**src/zbps_pkg.sv**
```systemverilog
// Package for the z-buffer point splatting unit.
// Holds the item payload types, controller command and status types and register indexes.
// No dependencies.
`default_nettype none
package zbps_pkg;

  localparam int MAX_WIDTH_DEF  = 512;
  localparam int MAX_HEIGHT_DEF = 512;
  localparam int DEPTH_BITS_DEF = 24;

  localparam int CFG_INDEX_BITS = 3;
  localparam int CFG_DATA_BITS  = 32;

  localparam logic [CFG_INDEX_BITS-1:0] REG_ORIGIN_X      = 3'd0;
  localparam logic [CFG_INDEX_BITS-1:0] REG_ORIGIN_Y      = 3'd1;
  localparam logic [CFG_INDEX_BITS-1:0] REG_INV_GSD       = 3'd2;
  localparam logic [CFG_INDEX_BITS-1:0] REG_INVERSE_MODE  = 3'd3;
  localparam logic [CFG_INDEX_BITS-1:0] REG_WIDTH_IN_USE  = 3'd4;
  localparam logic [CFG_INDEX_BITS-1:0] REG_HEIGHT_IN_USE = 3'd5;

  localparam logic [31:0] INV_GSD_RESET = 32'd327680;
  localparam logic [9:0]  DIM_RESET     = 10'd512;

  // One half in Q.24, for round to nearest with ties upward.
  localparam logic [63:0] HALF_Q24 = 64'h0000_0000_0080_0000;

  localparam logic MODE_SPLAT = 1'b0;
  localparam logic MODE_READ  = 1'b1;

  typedef struct packed {
    logic               mode;
    logic signed [31:0] x;
    logic signed [31:0] y;
    logic signed [23:0] z;
    logic [7:0]         red;
    logic [7:0]         green;
    logic [7:0]         blue;
    logic [8:0]         read_col;
    logic [8:0]         read_row;
  } in_item_t;

  typedef struct packed {
    logic               inside_res;
    logic               written;
    logic               pix_valid;
    logic signed [23:0] pix_depth;
    logic [7:0]         pix_red;
    logic [7:0]         pix_green;
    logic [7:0]         pix_blue;
  } out_item_t;

  typedef struct packed {
    logic clr_step;
    logic capture;
    logic mul_x;
    logic mul_y;
    logic map_y;
    logic rd;
    logic finish;
  } cmd_t;

  typedef struct packed {
    logic clr_done;
    logic mode;
    logic out_free;
  } status_t;

endpackage
`default_nettype wire

```
**src/zbps_ctrl.sv**
```systemverilog
// Controller state machine of the z-buffer point splatting unit.
// Depends on zbps_pkg; drives the datapath by command and status structs.
`default_nettype none
module zbps_ctrl (
  input  wire logic              clk,
  input  wire logic              rst,
  input  wire logic              in_valid,
  output logic                   in_ready,
  input  wire zbps_pkg::status_t st,
  output zbps_pkg::cmd_t         cmd
);
  localparam logic [2:0] S_CLR  = 3'd0;
  localparam logic [2:0] S_IDLE = 3'd1;
  localparam logic [2:0] S_MX   = 3'd2;
  localparam logic [2:0] S_MY   = 3'd3;
  localparam logic [2:0] S_AY   = 3'd4;
  localparam logic [2:0] S_RD   = 3'd5;
  localparam logic [2:0] S_CMP  = 3'd6;

  logic [2:0] state, state_next;

  always_ff @(posedge clk) begin
    if (rst) begin
      state <= S_CLR;
    end else begin
      state <= state_next;
    end
  end

  assign in_ready = (state == S_IDLE);

  always_comb begin
    cmd = '0;
    state_next = state;
    case (state)
      S_CLR: begin
        cmd.clr_step = 1'b1;
        if (st.clr_done) state_next = S_IDLE;
      end
      S_IDLE: begin
        if (in_valid) begin
          cmd.capture = 1'b1;
          state_next = S_MX;
        end
      end
      S_MX: begin
        // A read item has its pixel settled at capture.
        if (st.mode == zbps_pkg::MODE_READ) begin
          state_next = S_RD;
        end else begin
          cmd.mul_x = 1'b1;
          state_next = S_MY;
        end
      end
      S_MY: begin
        cmd.mul_y = 1'b1;
        state_next = S_AY;
      end
      S_AY: begin
        cmd.map_y = 1'b1;
        state_next = S_RD;
      end
      S_RD: begin
        cmd.rd = 1'b1;
        state_next = S_CMP;
      end
      S_CMP: begin
        if (st.out_free) begin
          cmd.finish = 1'b1;
          state_next = S_IDLE;
        end
      end
      default: state_next = S_CLR;
    endcase
  end
endmodule
`default_nettype wire

```
**config.mk**
```make
export PLATFORM = sky130hd
export DESIGN_NAME = zbps_ctrl
export DESIGN_NICKNAME = d
export VERILOG_FILES = /design/src/zbps_pkg.sv /design/src/zbps_ctrl.sv
export SDC_FILE = /design/constraint.sdc
export NUM_CORES = 1
export LEC_CHECK = 0
export BUFFER_PORTS_ARGS = -buffer_cell sky130_fd_sc_hd__clkbuf_2
export CAP_MARGIN = 25
export CORE_AREA = 2 2 39 41
export DETAILED_ROUTE_END_ITERATION = 6
export DIE_AREA = 0 0 41 43
export PLACE_DENSITY = 0.43
export RECOVER_POWER = 50
export SYNTH_ARGS = -nofsm -noshare
export SYNTH_HDL_FRONTEND = slang
export SYNTH_SLANG_ARGS = --single-unit
```
**constraint.sdc**
```tcl
create_clock -name clk -period 1.15 [get_ports clk]
set_input_delay 0.23 -clock clk [delete_from_list [all_inputs] [get_ports clk]]
set_output_delay 0.23 -clock clk [all_outputs]
set_load 0.05 [all_outputs]
```
# Word-level counts from Yosys, hierarchy flattened
# Cells that the tools add are included.
dict set report totals {
  regBits 3
  output_inout_bits 8
}
dict set report classes {
  reduce_logical 2
  n_eq_ne 9
  n_mux 15
}
# op n
set ops {}
lappend ops {{3-bit case mux with 7 select lines} 1}
lappend ops {{3-bit two-way mux} 4}
lappend ops {{1-bit two-way mux} 10}
lappend ops {{3-bit equality test, second input constant} 3}
lappend ops {{3-bit by 2-bit equality test with 1-bit output, second input constant} 2}
lappend ops {{2-bit inequality test, second input constant} 3}
lappend ops {{3-bit by 1-bit equality test with 1-bit output, second input constant} 1}
lappend ops {{3-bit zero test} 1}
lappend ops {{3-bit AND reduction} 1}

# Logic depth before layout (Yosys ltp)
# Gate-level depths: netlist (run 1).
dict set report depth {
  ltp_word 3
  mapped_depth 4
  depth_no_buf 3
}

# Least setup slack after synthesis (run 1)
# OpenSTA, ideal clock, no wires.
dict set report synth_path {
  path_type {reg2out}
  start {register state[0]}
  end {output port cmd[2] (netlist bit)}
  t_arrival_ns 1.652
  path_stages_with_launch 3
  slack_ns -0.732
  n_path_buf 1
  cell_sequence {dfxtp_1 -> buf_4 -> nor3b_1}
}
# element line_no
set synth_rtl {}
lappend synth_rtl {{start: declaration} zbps_ctrl.sv:20} ;# logic [2:0] state, state_next;
lappend synth_rtl {{start signal: assignment} zbps_ctrl.sv:26} ;# state <= state_next;
lappend synth_rtl {{end: declaration} zbps_ctrl.sv:10} ;# output zbps_pkg::cmd_t cmd

==> results of run 1 <==
[worst paths after layout]
check / startpoint / endpoint / slack [ns] / cells past startpoint
setup / recovery: state[1]$_SDFFE_PP0P_ / cmd[0] / -0.20 / 3
hold / removal: rst / state[1]$_SDFFE_PP0P_ / 0.18 / 2
setup reg to reg: state[2]$_SDFFE_PP0P_ / state[1]$_SDFFE_PP0P_ / 0.07 / 4
hold reg to reg: state[1]$_SDFFE_PP0P_ / state[1]$_SDFFE_PP0P_ / 0.58 / 2
[what timing repair did]
item / 4_1_cts / 5_1_grt
pin swaps: 1 / 1
endpoints found under the setup margin: 10 / 8
gates resized for setup: 25 / 4
[kinds of logic (layout without fill, tap and decap cells)]
group                  Yosys count  count (layout)  share of synthesized area, %
AO/OA/AOI/OAI                    9               9                         26.39
buffers and inverters            3              27                         11.11
flip-flops                       3               3                         22.22
multiplexers                     1               1                         3.704
AND/OR/NAND/NOR                 16              16                         36.58
[layout by cell type (no fill, tap or decap), drive strengths merged]
cell and n:
buf 14, clkbuf 13, o21ai 4, and2 3
nor2 3, dfxtp 3, and2b 2, and3 2
nor3 2, and3b 1, nor3b 1, nor2b 1
nand2 1, a21oi 1, mux2i 1, o21bai 1
a221oi 1, o41ai 1, o21a 1
[power groups by stage]
| stage | clock, uW | sequential [uW] | combinational (uW) |
|---|---|---|---|
| after CTS | 197 | 151 | 453 |
| after detailed placement | 0 | 145 | 392 |
| after global placement | 0 | 145 | 395 |
| after global routing | 198 | 153 | 495 |
| after floorplan | 0 | 133 | 292 |
| final | 186 | 151 | 463 |
[layout make-up]
class | count | area (um^2)
clock buffers | 4 | 26.28
multi-input cells | 26 | 217.7
well taps | 16 | 20.02
repair buffers | 23 | 230.2
fillers | 155 | 820.8
flip-flops and latches | 3 | 68.82
[through the flow]
| stage | util, % | hold slack, ns |
|---|---|---|
| floorplan | - | 0.2962 |
| global placement | 31.19 | 0.4374 |
| detailed placement | 31.19 | 0.4372 |
| CTS | 40.33 | 0.1775 |
| global route | 40.69 | 0.1884 |
| finish | 40.69 | 0.1843 |
[worst register-to-register path, delay by kind of cell (launching register included)]
kind                   cells  cell delay (ns)
AND/OR/NAND/NOR            1             0.16
buffers and inverters      1             0.15
flip-flops                 1             0.40
AO/OA/AOI/OAI              2             0.29
[metal layers]
| metal | global-route usage (%) | routed length, um | vias up |
|---|---|---|---|
| met5 | 0 | 0 | - |
| met4 | 8.000 | 0 | 0 |
| met3 | 1.571 | 17 | 0 |
| met2 | 14.37 | 391 | 6 |
| met1 | 9.904 | 301 | 141 |
| li1 | - | - | 163 |
==> impl_metrics.env, run 1 <==
export IMPL_dpl_cell_count=68
export IMPL_worst_setup_hold_path_clk_slew_ns=0.04
export IMPL_synth_seq_cells=3
export IMPL_antennaDiodeCount=0
export IMPL_pre_cts_ws_ns=-0.1300
export IMPL_detail_route_iter0_violations=0
export IMPL_status="finished, violations left"
export IMPL_power_switching_uw=316.8
export IMPL_post_layout_total_power_uw=800.8
export IMPL_internal_cell_power_uw=484.1
export IMPL_crit_path_start_kind="register"
export IMPL_synth_sequential_area_ratio_pct=22.22
export IMPL_worst_hold_check_path_type="input pin to register"
export IMPL_final_hold_viol_count=0
export IMPL_worst_ep_arrival_time_ns=1.12
export IMPL_cts_path_max_buffers=2
export IMPL_synthesis_area_um2=270.3
export IMPL_routed_wire_length_per_instance_um=9.847
export IMPL_cts_htree_levels=1
export IMPL_async_flop_share_pct=0
export IMPL_syn_area_per_cell_um2=8.446
export IMPL_worst_endpoint_required_ns=0.92
export IMPL_drive_above_1_share_pct=75.00
export IMPL_list_of_cells_traversed_by_the_critical_path="and2b_1, and3_4, clkbuf_16"
export IMPL_cp_num_buf_inv=1
export IMPL_path_delay_family="flip-flops"
export IMPL_die_outline_area_um2=1763
export IMPL_clock_power_share_pct=23.2
export IMPL_final_slew_violations=0
export IMPL_routed_wl_um=709
export IMPL_finalSetupViolCount=8
export IMPL_cell_type_of_the_slowest_stage_on_the_worst_timing_path="sky130_fd_sc_hd__dfxtp_4"
export IMPL_failed_checks="setup timing"
export IMPL_drcViolationCount=0
export IMPL_vias_per_cell=4.306
export IMPL_ys_warn_count=0
export IMPL_ios=14
export IMPL_synth_flop_cell="sky130_fd_sc_hd__dfxtp_1"
export IMPL_min_period_ns=1.347
export IMPL_detailed_place_hpwl_um=567.4
export IMPL_die_h_um=43
export IMPL_pin_count_of_the_biggest_net_entering_global_routing=12
export IMPL_netSwitchingFraction_pct=39.55
export IMPL_timing_slew_headroom_pct=78.98
export IMPL_cts_tree="built"
export IMPL_synthToLayoutAreaGrowth_pct=108.3
export IMPL_synth_top_cell_by_area="sky130_fd_sc_hd__dfxtp_1"
export IMPL_final_net_count=63
export IMPL_grt_overflow_total=0
export IMPL_comb_power_share_pct=57.9
export IMPL_vdd_ir_drop_max_mv=0.5259
export IMPL_grt_use_total_pct=9.218
export IMPL_port_buffer_count=13
export IMPL_worst_path_max_fanout=7
export IMPL_netlist_top_cells_area="sky130_fd_sc_hd__dfxtp_1 22%, sky130_fd_sc_hd__buf_6 8.3%, sky130_fd_sc_hd__and2_1 6.9%"
export IMPL_grt_pass1_wl_um=1090
export IMPL_grt_antenna_before_repair=0
export IMPL_fin_area_um2=563.0
export IMPL_rsz0062_at_grt="true"
export IMPL_grt_pass1_vias=313
export IMPL_drt_pre_antenna_iters=1
export IMPL_finalWeightedCongestion=0.6716
export IMPL_synth_largest_type_area_fraction_pct=22.22
export IMPL_detailed_place_area_um2=431.7
export IMPL_p_per_area_nw_per_um2=1422
export IMPL_commonest_cells_post_synth="3 x sky130_fd_sc_hd__and2_1, 3 x sky130_fd_sc_hd__dfxtp_1"
export IMPL_final_setup_worst_slack_ns=-0.1969
export IMPL_synthCells=32
export IMPL_critical_path_max_stage_delay_ns=0.37
export IMPL_effective_utilization_at_floorplan_pct=19.53
export IMPL_setup_repair_bufs_after_cts=0
export IMPL_cts_hold_repair_buffers=0
export IMPL_layout_cells_non_filler=72
export IMPL_fmax_mhz=742.4
export IMPL_worst_max_slew_pin_slew_ns=0.3113
export IMPL_number_of_nets_produced_by_synthesis=38
export IMPL_fin_tns_setup_ns=-1.352
export IMPL_period_share_pct=117.1
export IMPL_clock_sink_count=3
export IMPL_worstSkewPairLatency_ns=0.23
export IMPL_largest_registers_ranked_by_flip_flop_count="state (3)"
export IMPL_dieWidth_um=41
export IMPL_placement_rows=14
export IMPL_synth_edf_count=0
export IMPL_core_area_um2=1384
export IMPL_vias=310
export IMPL_clock_skew_after_layout_ns=0.001746
export IMPL_post_synth_num_cell_types=23
export IMPL_worst_setup_path_type="register to output pin"
export IMPL_cap_violations=0
export IMPL_root_buffer="sky130_fd_sc_hd__clkbuf_4"
export IMPL_ant_nets=0
export IMPL_registers_top_by_ff_count="state"
export IMPL_cts_made_buffers=3
export IMPL_critPathCaptureType="output pin"
export IMPL_p_seq_share_pct=18.9
export IMPL_largest_reg_flops=3
export IMPL_cellLeakagePower_uw=0.0002526
No activity file was read; power rests on OpenSTA's default activity.
==> run 2: changes to the inputs <==
SETUP_SLACK_MARGIN = 0.02   (was not set)
==> impl_metrics.env, run 2 (same netlist as run 1, synthesis figures left out) <==
export IMPL_status="finished, violations left"
export IMPL_failed_checks="setup timing"
export IMPL_vias=309
export IMPL_grt_use_total_pct=9.027
export IMPL_fmax_mhz=732.7
export IMPL_dpl_cell_count=65
export IMPL_effective_utilization_at_floorplan_pct=19.53
export IMPL_pin_count_of_the_biggest_net_entering_global_routing=11
export IMPL_drcViolationCount=0
export IMPL_routed_wire_length_per_instance_um=9.211
export IMPL_rsz0062_at_grt="true"
export IMPL_hold_end="state[1]$_SDFFE_PP0P_"
export IMPL_drt_pre_antenna_iters=2
export IMPL_finalSetupViolCount=8
export IMPL_worst_setup_hold_path_clk_slew_ns=0.04
export IMPL_routed_wl_um=654
export IMPL_min_period_ns=1.365
export IMPL_grt_pass1_vias=280
export IMPL_die_outline_area_um2=1763
export IMPL_cap_violations=0
export IMPL_synthToLayoutAreaGrowth_pct=107.4
export IMPL_worst_path_max_fanout=3
export IMPL_clock_sink_count=3
export IMPL_worst_max_slew_pin_slew_ns=0.2842
export IMPL_cts_htree_levels=1
export IMPL_period_share_pct=118.7
export IMPL_grt_overflow_total=0
export IMPL_ant_nets=0
export IMPL_drive_above_1_share_pct=74.55
export IMPL_fin_tns_setup_ns=-1.328
export IMPL_dieWidth_um=41
export IMPL_timing_hold_worst_start="rst"
export IMPL_min_path_cells=2
export IMPL_registers_top_by_ff_count="state"
export IMPL_root_buffer="sky130_fd_sc_hd__clkbuf_4"
export IMPL_cts_made_buffers=3
export IMPL_reg_to_reg_critical_path_endpoint="state[1]$_SDFFE_PP0P_"
export IMPL_finalWeightedCongestion=0.6699
export IMPL_timing_slew_headroom_pct=80.81
export IMPL_crit_path_start_kind="register"
export IMPL_worst_ep_arrival_time_ns=1.13
export IMPL_die_h_um=43
export IMPL_layout_cells_most_common="sky130_fd_sc_hd__buf_4"
export IMPL_ios=14
export IMPL_largest_registers_ranked_by_flip_flop_count="state (3)"
export IMPL_cts_path_max_buffers=2
export IMPL_detailed_place_hpwl_um=512.6
export IMPL_critPathCaptureType="output pin"
export IMPL_detail_route_iter0_violations=1
export IMPL_core_area_um2=1384
export IMPL_p_per_area_nw_per_um2=1428
export IMPL_reg2reg_setup_slack_ns=0.09
export IMPL_layout_cells_non_filler=71
export IMPL_final_setup_worst_slack_ns=-0.2148
export IMPL_grt_pass1_wl_um=1090
export IMPL_cellLeakagePower_uw=0.0002495
export IMPL_worst_r2r_path_depth=4
export IMPL_final_net_count=62
export IMPL_vias_per_cell=4.352
export IMPL_antennaDiodeCount=0
export IMPL_cp_startpoint="state[0]$_SDFFE_PP0P_"
export IMPL_layout_common_cells="7 x sky130_fd_sc_hd__buf_4, 5 x sky130_fd_sc_hd__clkbuf_2, 4 x sky130_fd_sc_hd__buf_8"
export IMPL_cts_hold_repair_buffers=0
export IMPL_worst_hold_check_path_type="input pin to register"
export IMPL_port_buffer_count=13
export IMPL_worst_setup_path_type="register to output pin"
export IMPL_largest_reg_flops=3
export IMPL_cts_tree="built"
export IMPL_grt_antenna_before_repair=0
export IMPL_vdd_ir_drop_max_mv=0.7774
export IMPL_final_hold_viol_count=0
export IMPL_worst_endpoint_required_ns=0.92
export IMPL_clock_skew_after_layout_ns=0.003295
export IMPL_final_slew_violations=0
export IMPL_r2r_start="state[0]$_SDFFE_PP0P_"
export IMPL_worstSkewPairLatency_ns=0.23
export IMPL_placement_rows=14
-- run 2: changes by cell type in the layout (fill, tap and decap cells not counted), sizes merged --
| cell | previous run | this run |
|---|---|---|
| buf | 14 | 13 |
-- run 2: final cells by class --
cell class | count | area (um^2)
fillers | 142 | 823.3
repair buffers | 22 | 226.5
multi-input cells | 26 | 219.0
flip-flops and latches | 3 | 68.82
clock buffers | 4 | 26.28
well taps | 16 | 20.02
-- run 2: layer usage --
metal | vias up | share of wire (%) | GRT usage (%)
met3 | 0 | 5.5 | 4.712
li1 | 160 | - | -
met4 | 0 | 0 | 4.000
met5 | - | 0 | 0
met2 | 9 | 48 | 12.50
met1 | 140 | 46 | 11.22
-- run 2: per-stage QoR --
| stage | area [um^2] | total power (uW) | setup WS [ns] | util [%] | hold slack [ns] |
|---|---|---|---|---|---|
| 2_1_floorplan | 307.8 | 432.7 | -0.07885 | - | 0.2917 |
| 3_3_place_gp | 415.4 | 523.0 | -0.1326 | 30.02 | 0.4404 |
| 3_5_place_dp | 415.4 | 519.4 | -0.1428 | 30.02 | 0.4469 |
| 4_1_cts | 540.5 | 782.2 | -0.2103 | 39.06 | 0.1914 |
| 5_1_grt | 560.5 | 856.6 | -0.2494 | 40.51 | 0.1915 |
| 6_report | 560.5 | 800.4 | -0.2148 | 40.51 | 0.2031 |
-- run 2: worst max-delay path by stage --
| stage | endpoint | slack (ns) |
|---|---|---|
| 6_report | cmd[0] | -0.21 |
| 5_1_grt | cmd[3] | -0.25 |
| 4_1_cts | cmd[5] | -0.21 |
| 3_5_place_dp | cmd[0] | -0.14 |
| 3_3_place_gp | cmd[5] | -0.13 |
| 2_1_floorplan | cmd[2] | -0.08 |
-- run 2: power breakdown --
| part | total (uW) | internal [uW] | switching, uW | leakage [uW] |
|---|---|---|---|---|
| logic | 457 | 230 | 228 | 0.000208 |
| registers | 156 | 125 | 31.0 | 0.0000264 |
| clock network | 187 | 130 | 56.5 | 0.0000150 |
| total | 800 | 485 | 315 | 0.000250 |
-- run 2: timing repair --
action	CTS	global route
resized for setup	22	6
pin swaps	0	2
buffers inserted	1	1
hold endpoints to repair	0	0
gates cloned	0	0
endpoints found under the setup margin	8	8
-- run 2: critical path: stages, from the launching register on --
cell,delay [ns]
sky130_fd_sc_hd__dfxtp_2,0.33
sky130_fd_sc_hd__and2b_1,0.22
sky130_fd_sc_hd__and3_4,0.20
sky130_fd_sc_hd__clkbuf_16,0.15
